### src/rtl/rhni_pkg.sv
// rhni_pkg: shared constants, types and decode helpers for the hazard nop inserter
// no dependencies
package rhni_pkg;

    localparam logic [31:0] NOP_WORD  = 32'h0000_0013;

    localparam logic [6:0]  OP_R      = 7'b0110011;
    localparam logic [6:0]  OP_IARITH = 7'b0010011;
    localparam logic [6:0]  OP_LOAD   = 7'b0000011;
    localparam logic [6:0]  OP_SYSTEM = 7'b1110011;
    localparam logic [6:0]  OP_JALR   = 7'b1100111;
    localparam logic [6:0]  OP_S      = 7'b0100011;
    localparam logic [6:0]  OP_B      = 7'b1100011;
    localparam logic [6:0]  OP_LUI    = 7'b0110111;
    localparam logic [6:0]  OP_AUIPC  = 7'b0010111;
    localparam logic [6:0]  OP_J      = 7'b1101111;

    localparam int unsigned JOB_DEPTH = 2;
    localparam int unsigned JOB_PTR_W = (JOB_DEPTH > 1) ? $clog2(JOB_DEPTH) : 1;
    localparam int unsigned JOB_CNT_W = $clog2(JOB_DEPTH + 1);

    typedef enum logic [1:0] {
        MODE_NONE   = 2'd0,
        MODE_NOPS   = 2'd1,
        MODE_SLOT   = 2'd2,
        MODE_UNUSED = 2'd3
    } t_mode;

    typedef enum logic [1:0] {
        KIND_DECODED = 2'd0,
        KIND_NOP     = 2'd1,
        KIND_SLOT    = 2'd2
    } t_kind;

    typedef enum logic [2:0] {
        FMT_R     = 3'd0,
        FMT_I     = 3'd1,
        FMT_S     = 3'd2,
        FMT_B     = 3'd3,
        FMT_U     = 3'd4,
        FMT_J     = 3'd5,
        FMT_OTHER = 3'd6
    } t_fmt;

    typedef struct packed {
        logic [31:0] word;
        t_kind       kind;
        logic        haz_near;
        logic        haz_far;
        logic        pre_nops;
        logic        post_nops;
    } t_job;

    function automatic t_fmt fmt_of(input logic [6:0] op);
        t_fmt f;
        case (op)
            OP_R:                                    f = FMT_R;
            OP_IARITH, OP_LOAD, OP_SYSTEM, OP_JALR:  f = FMT_I;
            OP_S:                                    f = FMT_S;
            OP_B:                                    f = FMT_B;
            OP_LUI, OP_AUIPC:                        f = FMT_U;
            OP_J:                                    f = FMT_J;
            default:                                 f = FMT_OTHER;
        endcase
        return f;
    endfunction

    function automatic logic [19:0] imm_of(input logic [31:0] word);
        logic [19:0] imm;
        case (fmt_of(word[6:0]))
            FMT_I:   imm = {8'd0, word[31:20]};
            FMT_U:   imm = word[31:12];
            default: imm = 20'd0;
        endcase
        return imm;
    endfunction

endpackage

### src/rtl/rhni_if.sv
// rhni_if: valid/ready channel interfaces for instruction input, result output and config
// depends on nothing but the port widths of the block
interface rhni_in_if;
    logic        valid;
    logic        ready;
    logic [31:0] instr_word;

    modport source (output valid, output instr_word, input ready);
    modport sink   (input valid, input instr_word, output ready);
endinterface

interface rhni_out_if;
    logic        valid;
    logic        ready;
    logic [1:0]  item_kind;
    logic [31:0] out_word;
    logic [2:0]  format;
    logic [4:0]  dest_reg;
    logic [4:0]  src1_reg;
    logic [4:0]  src2_reg;
    logic [19:0] imm_bits;
    logic        hazard_near;
    logic        hazard_far;
    logic        last;

    modport source (output valid, output item_kind, output out_word, output format,
                    output dest_reg, output src1_reg, output src2_reg, output imm_bits,
                    output hazard_near, output hazard_far, output last, input ready);
    modport sink   (input valid, input item_kind, input out_word, input format,
                    input dest_reg, input src1_reg, input src2_reg, input imm_bits,
                    input hazard_near, input hazard_far, input last, output ready);
endinterface

interface rhni_cfg_if;
    logic       valid;
    logic       ready;
    logic [1:0] branch_mode;

    modport source (output valid, output branch_mode, input ready);
    modport sink   (input valid, input branch_mode, output ready);
endinterface

### src/rtl/rhni_fifo.sv
// rhni_fifo: short register queue of decoded jobs between front and back
// depends on rhni_pkg
module rhni_fifo (
    input  logic          i_clk,
    input  logic          i_rst_n,
    input  logic          i_push,
    input  rhni_pkg::t_job i_data,
    output logic          o_full,
    input  logic          i_pop,
    output logic          o_empty,
    output rhni_pkg::t_job o_data
);
    import rhni_pkg::*;

    t_job                 r_mem [JOB_DEPTH];
    logic [JOB_PTR_W-1:0] r_wptr, n_wptr;
    logic [JOB_PTR_W-1:0] r_rptr, n_rptr;
    logic [JOB_CNT_W-1:0] r_cnt, n_cnt;
    logic                 do_push;
    logic                 do_pop;

    assign o_full  = (r_cnt == JOB_CNT_W'(JOB_DEPTH));
    assign o_empty = (r_cnt == '0);
    assign o_data  = r_mem[r_rptr];
    assign do_push = i_push && !o_full;
    assign do_pop  = i_pop && !o_empty;

    always_comb begin
        n_wptr = r_wptr;
        n_rptr = r_rptr;
        n_cnt  = r_cnt;
        if (do_push) begin
            n_wptr = (r_wptr == JOB_PTR_W'(JOB_DEPTH - 1)) ? '0 : r_wptr + 1'b1;
        end
        if (do_pop) begin
            n_rptr = (r_rptr == JOB_PTR_W'(JOB_DEPTH - 1)) ? '0 : r_rptr + 1'b1;
        end
        case ({do_push, do_pop})
            2'b10:   n_cnt = r_cnt + 1'b1;
            2'b01:   n_cnt = r_cnt - 1'b1;
            default: n_cnt = r_cnt;
        endcase
    end

    always_ff @(posedge i_clk) begin
        if (!i_rst_n) begin
            r_wptr <= '0;
            r_rptr <= '0;
            r_cnt  <= '0;
        end else begin
            r_wptr <= n_wptr;
            r_rptr <= n_rptr;
            r_cnt  <= n_cnt;
        end
    end

    always_ff @(posedge i_clk) begin
        if (do_push) begin
            r_mem[r_wptr] <= i_data;
        end
    end
endmodule

### src/rtl/rhni_front.sv
// rhni_front: accepts instruction beats, checks hazards and delay slots, queues jobs
// depends on rhni_pkg and rhni_if
module rhni_front (
    input  logic             i_clk,
    input  logic             i_rst_n,
    rhni_in_if.sink          i_in,
    rhni_cfg_if.sink         i_cfg,
    input  logic             i_full,
    output logic             o_push,
    output rhni_pkg::t_job   o_job
);
    import rhni_pkg::*;

    t_mode       r_mode;
    logic [4:0]  r_dest0, n_dest0;
    logic [4:0]  r_dest1, n_dest1;
    logic        r_slot_pending, n_slot_pending;
    logic [9:0]  r_branch_src, n_branch_src;

    logic [31:0] w;
    logic [6:0]  op;
    logic [4:0]  rd, rs1, rs2;
    logic [4:0]  u1, u2, b1, b2;
    logic        is_branch;
    logic        bad_slot;
    logic        accept;

    assign i_cfg.ready = 1'b1;
    assign i_in.ready  = !i_full;
    assign accept      = i_in.valid && !i_full;
    assign o_push      = accept;

    assign w         = i_in.instr_word;
    assign op        = w[6:0];
    assign rd        = w[11:7];
    assign rs1       = w[19:15];
    assign rs2       = w[24:20];
    assign is_branch = (op == OP_B) || (op == OP_J);
    assign b1        = r_branch_src[4:0];
    assign b2        = r_branch_src[9:5];

    always_comb begin
        u1 = '0;
        u2 = '0;
        if (op == OP_R || op == OP_IARITH || op == OP_LOAD || op == OP_S || op == OP_B) begin
            u1 = rs1;
        end
        if (op == OP_R || op == OP_S || op == OP_B) begin
            u2 = rs2;
        end
        bad_slot = is_branch || (w == NOP_WORD)
                || (u1 != '0 && (u1 == b1 || u1 == b2))
                || (u2 != '0 && (u2 == b1 || u2 == b2));
    end

    always_comb begin
        n_dest0        = r_dest0;
        n_dest1        = r_dest1;
        n_slot_pending = r_slot_pending;
        n_branch_src   = r_branch_src;
        o_job.word      = w;
        o_job.kind      = KIND_DECODED;
        o_job.haz_near  = 1'b0;
        o_job.haz_far   = 1'b0;
        o_job.pre_nops  = 1'b0;
        o_job.post_nops = 1'b0;
        if (r_slot_pending) begin
            o_job.kind     = KIND_SLOT;
            o_job.pre_nops = bad_slot;
            n_slot_pending = 1'b0;
        end else begin
            if (op == OP_R || op == OP_S) begin
                o_job.haz_near = (r_dest0 != '0) && (r_dest0 == rs1 || r_dest0 == rs2);
                o_job.haz_far  = (r_dest1 != '0) && (r_dest1 == rs1 || r_dest1 == rs2);
            end else if (op == OP_IARITH) begin
                o_job.haz_near = (r_dest0 != '0) && (r_dest0 == rs1);
                o_job.haz_far  = (r_dest1 != '0) && (r_dest1 == rs1);
            end
            n_dest1 = r_dest0;
            n_dest0 = (op == OP_R || op == OP_IARITH) ? rd : 5'd0;
            if (is_branch && r_mode == MODE_NOPS) begin
                o_job.post_nops = 1'b1;
            end
            if (is_branch && r_mode == MODE_SLOT) begin
                n_slot_pending = 1'b1;
                n_branch_src   = {rs2, rs1};
            end
        end
    end

    always_ff @(posedge i_clk) begin
        if (!i_rst_n) begin
            r_mode         <= MODE_NONE;
            r_dest0        <= '0;
            r_dest1        <= '0;
            r_slot_pending <= 1'b0;
            r_branch_src   <= '0;
        end else begin
            if (i_cfg.valid) begin
                r_mode <= t_mode'(i_cfg.branch_mode);
            end
            if (accept) begin
                r_dest0        <= n_dest0;
                r_dest1        <= n_dest1;
                r_slot_pending <= n_slot_pending;
                r_branch_src   <= n_branch_src;
            end
        end
    end
endmodule

### src/rtl/rhni_back.sv
// rhni_back: expands queued jobs into result beats with nop runs, output register
// depends on rhni_pkg and rhni_if
module rhni_back (
    input  logic           i_clk,
    input  logic           i_rst_n,
    input  logic           i_empty,
    input  rhni_pkg::t_job i_job,
    output logic           o_pop,
    rhni_out_if.source     o_out
);
    import rhni_pkg::*;

    logic [1:0]  r_step;
    logic        r_valid;
    t_kind       r_kind;
    logic [31:0] r_word;
    t_fmt        r_fmt;
    logic [19:0] r_imm;
    logic        r_hn;
    logic        r_hf;
    logic        r_last;

    logic        multi;
    logic        is_last;
    logic        is_nop;
    logic        advance;
    logic [31:0] n_word;

    assign multi   = i_job.pre_nops || i_job.post_nops;
    assign is_last = !multi || (r_step == 2'd3);
    assign is_nop  = i_job.pre_nops ? (r_step != 2'd3)
                   : (i_job.post_nops && r_step != 2'd0);
    assign advance = !i_empty && (!r_valid || o_out.ready);
    assign o_pop   = advance && is_last;
    assign n_word  = is_nop ? NOP_WORD : i_job.word;

    always_ff @(posedge i_clk) begin
        if (!i_rst_n) begin
            r_step  <= '0;
            r_valid <= 1'b0;
        end else begin
            if (advance) begin
                r_step  <= is_last ? 2'd0 : r_step + 2'd1;
                r_valid <= 1'b1;
            end else if (o_out.ready) begin
                r_valid <= 1'b0;
            end
        end
    end

    always_ff @(posedge i_clk) begin
        if (advance) begin
            r_word <= n_word;
            r_kind <= is_nop ? KIND_NOP : i_job.kind;
            r_fmt  <= fmt_of(n_word[6:0]);
            r_imm  <= imm_of(n_word);
            r_hn   <= !is_nop && i_job.haz_near;
            r_hf   <= !is_nop && i_job.haz_far;
            r_last <= is_last;
        end
    end

    assign o_out.valid       = r_valid;
    assign o_out.item_kind   = r_kind;
    assign o_out.out_word    = r_word;
    assign o_out.format      = r_fmt;
    assign o_out.dest_reg    = r_word[11:7];
    assign o_out.src1_reg    = r_word[19:15];
    assign o_out.src2_reg    = r_word[24:20];
    assign o_out.imm_bits    = r_imm;
    assign o_out.hazard_near = r_hn;
    assign o_out.hazard_far  = r_hf;
    assign o_out.last        = r_last;
endmodule

### src/rtl/riscv_hazard_nop_inserter_top.sv
// Takes one RV32 instruction word per beat and delivers one result beat per cycle in steady
// state while o_out is ready: the decoded word with its hazard flags, inserted NOPs and
// delay-slot words. A branch or jal in NOP mode, or a delay-slot word that is not a usable
// filler, produces four results, and while these leave the output the two-entry job queue
// between the decode front and the expansion back end fills and input is held off; every
// other input word produces one result. An input beat passes the queue entry and then the
// output register before its first result beat. The user must write branch_mode on the cfg
// channel only while the block is idle; the block itself does not enforce this.
// riscv_hazard_nop_inserter_top: depends on rhni_pkg, rhni_if, rhni_fifo, rhni_front, rhni_back
module riscv_hazard_nop_inserter_top (
    input  logic       i_clk,
    input  logic       i_rst_n,
    rhni_in_if.sink    i_in,
    rhni_cfg_if.sink   i_cfg,
    rhni_out_if.source o_out
);
    import rhni_pkg::*;

    logic full;
    logic empty;
    logic push;
    logic pop;
    t_job front_job;
    t_job back_job;

    rhni_front u_front (
        .i_clk   (i_clk),
        .i_rst_n (i_rst_n),
        .i_in    (i_in),
        .i_cfg   (i_cfg),
        .i_full  (full),
        .o_push  (push),
        .o_job   (front_job)
    );

    rhni_fifo u_fifo (
        .i_clk   (i_clk),
        .i_rst_n (i_rst_n),
        .i_push  (push),
        .i_data  (front_job),
        .o_full  (full),
        .i_pop   (pop),
        .o_empty (empty),
        .o_data  (back_job)
    );

    rhni_back u_back (
        .i_clk   (i_clk),
        .i_rst_n (i_rst_n),
        .i_empty (empty),
        .i_job   (back_job),
        .o_pop   (pop),
        .o_out   (o_out)
    );
endmodule
### src/flat_wrapper.sv
// flat-port wrapper written by rule: the top's interface ports become plain ports
module riscv_hazard_nop_inserter_top_flat import rhni_pkg::*;
  (i_clk, i_rst_n, i_in_valid, i_in_instr_word, i_in_ready, i_cfg_valid, i_cfg_branch_mode, i_cfg_ready, o_out_valid, o_out_item_kind, o_out_out_word, o_out_format, o_out_dest_reg, o_out_src1_reg, o_out_src2_reg, o_out_imm_bits, o_out_hazard_near, o_out_hazard_far, o_out_last, o_out_ready);
  rhni_in_if i_in_i ();
  rhni_cfg_if i_cfg_i ();
  rhni_out_if o_out_i ();
  input  logic i_clk;
  input  logic i_rst_n;
  input wire logic [$bits(i_in_i.valid)-1:0] i_in_valid;
  input wire logic [$bits(i_in_i.instr_word)-1:0] i_in_instr_word;
  output wire logic [$bits(i_in_i.ready)-1:0] i_in_ready;
  input wire logic [$bits(i_cfg_i.valid)-1:0] i_cfg_valid;
  input wire logic [$bits(i_cfg_i.branch_mode)-1:0] i_cfg_branch_mode;
  output wire logic [$bits(i_cfg_i.ready)-1:0] i_cfg_ready;
  output wire logic [$bits(o_out_i.valid)-1:0] o_out_valid;
  output wire logic [$bits(o_out_i.item_kind)-1:0] o_out_item_kind;
  output wire logic [$bits(o_out_i.out_word)-1:0] o_out_out_word;
  output wire logic [$bits(o_out_i.format)-1:0] o_out_format;
  output wire logic [$bits(o_out_i.dest_reg)-1:0] o_out_dest_reg;
  output wire logic [$bits(o_out_i.src1_reg)-1:0] o_out_src1_reg;
  output wire logic [$bits(o_out_i.src2_reg)-1:0] o_out_src2_reg;
  output wire logic [$bits(o_out_i.imm_bits)-1:0] o_out_imm_bits;
  output wire logic [$bits(o_out_i.hazard_near)-1:0] o_out_hazard_near;
  output wire logic [$bits(o_out_i.hazard_far)-1:0] o_out_hazard_far;
  output wire logic [$bits(o_out_i.last)-1:0] o_out_last;
  input wire logic [$bits(o_out_i.ready)-1:0] o_out_ready;
  assign i_in_i.valid = i_in_valid;
  assign i_in_i.instr_word = i_in_instr_word;
  assign i_in_ready = i_in_i.ready;
  assign i_cfg_i.valid = i_cfg_valid;
  assign i_cfg_i.branch_mode = i_cfg_branch_mode;
  assign i_cfg_ready = i_cfg_i.ready;
  assign o_out_valid = o_out_i.valid;
  assign o_out_item_kind = o_out_i.item_kind;
  assign o_out_out_word = o_out_i.out_word;
  assign o_out_format = o_out_i.format;
  assign o_out_dest_reg = o_out_i.dest_reg;
  assign o_out_src1_reg = o_out_i.src1_reg;
  assign o_out_src2_reg = o_out_i.src2_reg;
  assign o_out_imm_bits = o_out_i.imm_bits;
  assign o_out_hazard_near = o_out_i.hazard_near;
  assign o_out_hazard_far = o_out_i.hazard_far;
  assign o_out_last = o_out_i.last;
  assign o_out_i.ready = o_out_ready;
  riscv_hazard_nop_inserter_top u_core (.i_clk(i_clk), .i_rst_n(i_rst_n), .i_in(i_in_i), .i_cfg(i_cfg_i), .o_out(o_out_i));
endmodule
### config.mk
export PLATFORM = sky130hd
export DESIGN_NAME = riscv_hazard_nop_inserter_top_flat
export DESIGN_NICKNAME = d
export VERILOG_FILES = /design/src/rtl/rhni_pkg.sv /design/src/rtl/rhni_if.sv /design/src/rtl/rhni_fifo.sv /design/src/rtl/rhni_front.sv /design/src/rtl/rhni_back.sv /design/src/rtl/riscv_hazard_nop_inserter_top.sv /design/src/flat_wrapper.sv
export SDC_FILE = /design/constraint.sdc
export NUM_CORES = 1
export LEC_CHECK = 0
export CAP_MARGIN = 20
export CORE_ASPECT_RATIO = 1.25
export CORE_MARGIN = 4
export CORE_UTILIZATION = 50
export DETAILED_ROUTE_END_ITERATION = 7
export DONT_BUFFER_PORTS = 1
export GPL_ROUTABILITY_DRIVEN = 0
export SLEW_MARGIN = 20
export SYNTH_ARGS = -nofsm -noshare
export SYNTH_HDL_FRONTEND = slang
export SYNTH_SLANG_ARGS = --single-unit
### constraint.sdc
create_clock -name i_clk -period 4.4 [get_ports i_clk]
set_input_delay 0.22 -clock i_clk [delete_from_list [all_inputs] [get_ports i_clk]]
set_output_delay 0.22 -clock i_clk [all_outputs]
set_load 0.02 [all_outputs]
* Word level (Yosys, flattened, before mapping)
Memory sizes are Yosys's and may differ from the RTL's. A register that Yosys moved wholly into a read port is not among the register bits. Cells that the tools add are included.
Operators by class: muxes and demuxes 27, eq/ne operators 34, $add $sub $neg 5, bitwise operators 1, reduce and logical (&&, ||, !) cells 50
Operators by type and width (count):
- $eq A7 B7 Y1 const B | 6
- $eq A5 B5 Y1 | 8
- $pmux W20 S2 | 1
- $eq A7 B6 Y1 const B | 5
- $eq A32 B5 Y1 const B | 1
- $mux W32 | 1
- $eq A7 B5 Y1 const B | 3
- $reduce_bool A5 Y1 | 4
- $pmux W3 S6 | 1
- $logic_or A1 B1 Y1 | 17
- $logic_and A1 B1 Y1 | 16
- $mux W5 | 3
- $eq A7 B2 Y1 const B | 2
- $mux W1 | 14
- $mux W2 | 5
- $eq A2 B2 Y1 const B | 4
- $reduce_bool A2 Y1 | 3
- $logic_not A1 Y1 | 5
- $add A2 B1 Y2 const B | 2
- $eq A2 B1 Y1 const B | 2
- $pmux W2 S2 | 1
- $reduce_or A4 Y1 | 1
- $eq A3 B1 Y1 const B | 1
- $eq A3 B3 Y1 const B | 1
- other kinds (9) | 10
Storage, ports and cells: input bits 39, bits in writable memories 76, memories 1, output and inout port bits 78, register bits after elaboration 90
Memory list:
- u_core.u_fifo.r_mem | words 2, bits a word 38, read ports 1, clocked after memory_dff 1, wr ports 1, RTL line rhni_fifo.sv:15 | t_job r_mem [JOB_DEPTH];

* Logic depth before layout (Yosys ltp)
word-level depth 12, gate-level depth with buffers 9

* By module
A second synthesis with hierarchy kept.
Unflattened totals: cells, all modules 621, area, all modules 7960.1 µm²
Modules (own cells, without submodules):
- rhni_fifo | sequential area each 2382.3 µm², instances 1, area an instance 2966.6 µm², cells an instance 144
- rhni_back | sequential area each 1861.8 µm², instances 1, area an instance 2952.8 µm², cells an instance 226
- rhni_front | sequential area each 460.4 µm², instances 1, area an instance 2040.7 µm², cells an instance 251

* Worst setup path after synthesis
Ideal clock, no wire load.
path type register to register, start point reg u_core.u_fifo.r_cnt[0], end point mem u_core.u_fifo.r_mem[0][0] (netlist name) (enable), path slack 1546 ps, stages on the path, launching flop included 4, setup time 431 ps, arrival 2422 ps, path buffers 0, cells stage by stage dfxtp_1 > nand2b_1 > nand2_1 > nor2_1
Between the ends: word-level cells in the longest chain between the ends 6
RTL lines:
- start: declaration | RTL line rhni_fifo.sv:18 | logic [JOB_CNT_W-1:0] r_cnt, n_cnt;
- start signal: assignment | RTL line rhni_fifo.sv:53 | r_cnt <= n_cnt;
- $eq A2 B2 Y1 * | RTL line rhni_fifo.sv:22 | assign o_full = (r_cnt == JOB_CNT_W'(JOB_DEPTH));
- $logic_not A1 Y1 *
- via i_in_ready | RTL line flat_wrapper.sv:11 | output wire logic [$bits(i_in_i.ready)-1:0] i_in_ready;
- $logic_and A1 B1 Y1 | RTL line rhni_front.sv:30 | assign accept = i_in.valid && !i_full;
- $logic_and A1 B1 Y1 * | RTL line rhni_fifo.sv:25 | assign do_push = i_push && !o_full;
- $mux W1 * | RTL line rhni_fifo.sv:58 | if (do_push) begin
- $mux W1 (implied by the code) * | RTL line rhni_fifo.sv:59 | r_mem[r_wptr] <= i_data;
- end: declaration | RTL line rhni_fifo.sv:15
Mark *: on every way through the listed nets, which the timed path passes. The rest lies on a longest branch.

==> results_dict.tcl <==
set metrics [dict create \
    max_slew.worst_pin.slew_ns 0.969 \
    ir_drop_mv 0.366 \
    post_cts_resized 0 \
    cp_max_fo 30 \
    initial_core_util_pct 50.9 \
    cts_tree "built" \
    cts_sinks 165 \
    slew_headroom_pct 35.2 \
    hold_viol_final 0 \
    reg2regPathDepth 5 \
    grt_overflow 0 \
    cts_root_buffer "clkbuf_16" \
    hp-start "o_out_ready" \
    grt_first_pass_wirelength_mm 22.6 \
    finalSetupTns_ns 0 \
    die_w_um 114 \
    core-area_um2 13800 \
    firstDrtPassIters 5 \
    rows 48 \
    viasPerCell 5.50 \
    final_core_util_pct 58.2 \
    hold_slack_ns 0.0822 \
    critPathMaxStageDelay_ns 0.90 \
    diodes 0 \
    antenna_found_initial 0 \
    slew_violations 0 \
    grt_max_degree 40 \
    holdPathEnd "u_core.u_back.o_out.valid$_SDFFE_PN0P_" \
    grtUsageTotal_pct 18.4 \
    yosys_most_used_dff "edfxtp_1" \
    ant_nets 0 \
    area_growth_pct 14.2 \
    min_path_cells 2 \
    final_area_um2 8030 \
    placed_area_um2 7050 \
    finalSetupViolations 0 \
    outcome "completed" \
    boundaryPins 117 \
    synth_nets 555 \
    leakage_nw 2.83 \
    rsz0062_at_grt "false" \
    cp_cell_sequence "mux2i_4, xnor2_1, o31a_1, o21bai_1, a22o_1" \
    cts_made_buffers 17 \
    dieArea_um2 16000 \
    grt_pass1_vias 4031 \
    die_y_um 141 \
    layout.nets 572 \
    ys_async_sr_fraction_pct 0 \
    fin_crit_ns 2.99 \
    cp.required_ns 4.67 \
    wl_per_cell_um 20.4 \
    insertion_delay_ns 0.41 \
    filler_cell_count 1109 \
    path_clk_slew_ns 0.07 \
    r2r_slack_ns 1.41 \
    layout-drive-gt1-share_pct 9.02 \
    netlist_area_um2 7040 \
    ys.warnings.count 0 \
    yosysSeqAreaShare_pct 66.0 \
    cts_buffer_depth 2 \
    fmax_ghz 0.334 \
    critPathSlowestCell "dfxtp_2" \
    drc 0 \
    endpoint_kind "flop" \
    path_class "flop to flop" \
    htree_levels 4 \
    synthCells 513 \
    hpwl_mm 9.37 \
    hp-class "primary input to flop" \
    total_power_mw 5.40 \
    cp-start-kind "flop" \
    numPortBuffers 0 \
    ys_seq_elements 165 \
    wirelength_mm 14.7 \
    synth_enable_flop_cells 134 \
    ys_types 50 \
    regArea_um2 4650 \
    maxCapViolCount 0 \
    skew_ns 0.0146 \
    fin_crit_sh_pct 68.0 \
    avgSynthCellArea_um2 13.7 \
    multi_input_area_um2 2130 \
    num_vias 3951 \
    worst_r2r_endpoint "u_core.u_back.o_out.imm_bits[2]$_DFFE_PP_" \
    crit_arrival_ns 3.26 \
    p_per_area_nw_per_um2 672 \
    drt-initial-drc-count 260 \
]
## layout make-up
type	count	share of cell area [%]
Clock inverter	15	2.06
Sequential cell	165	57.8
Clock buffer	17	5.30
Inverter	6	0.280
Multi-Input combinational cell	297	26.5
Timing Repair Buffer	43	5.33
Tap cell	175	2.73
## worst max path at each step
stage	start	end	slack, ns	cells past startpoint
6_report	flop	u_core.u_back.o_out.imm_bits[2]$_DFFE_PP_	1.41	5
5_1_grt	flop	u_core.u_back.o_out.imm_bits[2]$_DFFE_PP_	1.29	5
4_1_cts	flop	u_core.u_back.o_out.imm_bits[2]$_DFFE_PP_	1.40	5
3_5_place_dp	flop	u_core.u_back.o_out.imm_bits[2]$_DFFE_PP_	1.43	5
3_3_place_gp	flop	u_core.u_back.o_out.imm_bits[6]$_DFFE_PP_	1.49	5
2_1_floorplan	u_core.u_fifo.r_cnt[0]$_SDFFE_PN0P_	u_core.u_fifo.r_mem[0][0]$_DFFE_PP_	1.55	3
## critical path: cells and delay by family, from the launching register on
family	cells	cell delay (ns)
AOI/OAI and AO/OA	3	1.31
muxes	1	0.47
xor gates and xnor gates	1	0.14
DFF	1	0.90
## cells in the final DEF (no fill, tap or decap), types with 3 or more instances in the layout
cell type and instances:
buf_4 5, nor2b_1 20, nor2_1 44, inv_1 5, inv_6 7, a21oi_1 4, edfxtp_1 134, dlygate4sd3_1 37
nand2b_1 3, o31a_1 3, clkbuf_16 17, xnor2_1 14, a21boi_0 11, nand2_1 22, mux2i_1 51, nor4_1 10
and2_1 10, a22o_1 12, or3_1 5, or4_1 4, ha_1 3, nor3_1 7, xor2_1 30, dfxtp_1 30
o21ai_0 5, nand3_1 10
## per-stage QoR
| stage | instances | setup slack [ns] |
|---|---|---|
| after floorplan | 513 | 1.55 |
| after global placement | 648 | 1.49 |
| after detailed placement | 648 | 1.43 |
| after CTS | 717 | 1.40 |
| after global routing | 718 | 1.29 |
| final | 718 | 1.41 |
## metal layers
metal / share of wire (%) / up-vias / track usage [%]
met5: 0 / - / 0
met4: 2.3 / 0 / 7.19
met3: 5.2 / 24 / 5.32
met2: 50 / 137 / 30.4
met1: 43 / 1902 / 22.9
li1: - / 1888 / -
## sequential cells by signal, summed over array words and instances, names as in the netlist, named ones only
name	count
u_core.u_fifo.r_rptr	1
u_core.u_fifo.r_wptr	1
u_core.u_back.o_out.last	1
u_core.u_front.r_slot_pending	1
u_core.u_fifo.r_mem	74
u_core.u_back.o_out.item_kind	2
u_core.u_front.r_dest0	5
u_core.u_back.r_step	2
u_core.u_back.o_out.out_word	32
u_core.u_front.r_dest1	5
u_core.u_front.r_branch_src	10
u_core.u_front.r_mode	2
u_core.u_back.o_out.imm_bits	20
u_core.u_back.o_out.hazard_near	1
u_core.u_back.o_out.format	3
u_core.u_back.o_out.valid	1
u_core.u_back.o_out.hazard_far	1
u_core.u_fifo.r_cnt	2
## synthesized netlist by cell type, types with 2 or more instances
cell / number / area [um2]
a22o_1: 12 / 105
ha_1: 3 / 37.5
and2_1: 10 / 62.6
mux2i_1: 51 / 510
or4_1: 4 / 30.0
a21boi_0: 11 / 82.6
xnor2_1: 14 / 123
mux2_2: 2 / 22.5
nor3_1: 7 / 35.0
nor2b_1: 20 / 125
or3_1: 5 / 31.3
edfxtp_1: 134 / 4020
nand3b_1: 2 / 15.0
inv_1: 6 / 22.5
nor2_1: 45 / 169
o31a_1: 3 / 26.3
and3_1: 3 / 18.8
nand2_1: 22 / 82.6
nand3_1: 10 / 50.1
dfxtp_1: 31 / 621
a21oi_1: 4 / 20.0
o21ai_0: 5 / 25.0
xor2_1: 30 / 263
buf_2: 11 / 55.1
clkbuf_1: 14 / 52.6
buf_1: 3 / 11.3
nand2b_1: 3 / 18.8
a211o_1: 2 / 17.5
buf_4: 16 / 120
nor4_1: 10 / 62.6
## power breakdown
| group | total [mW] | internal, mW | leakage (nW) | switching [mW] |
|---|---|---|---|---|
| Sequential | 3.00 | 2.32 | 1.53 | 0.679 |
| Clock | 1.46 | 0.851 | 0.287 | 0.614 |
| Combinational | 0.938 | 0.328 | 1.02 | 0.611 |
## timing repair
item                      CTS  global route
hold endpoints to repair   95             0
buffers inserted            0             0
hold buffers               37             0
## cell families after synthesis
group	Yosys count	share of synthesized area, %
DFF	165	66.0
and+or+nand+nor	150	11.3
muxes	54	7.90
buffers and inverters	51	3.88
AOI/OAI and AO/OA	45	4.87
xor gates and xnor gates	44	5.48
adders and majority gates	3	0.534
other	1	0.0533
No activity file was read; power rests on OpenSTA's default activity.
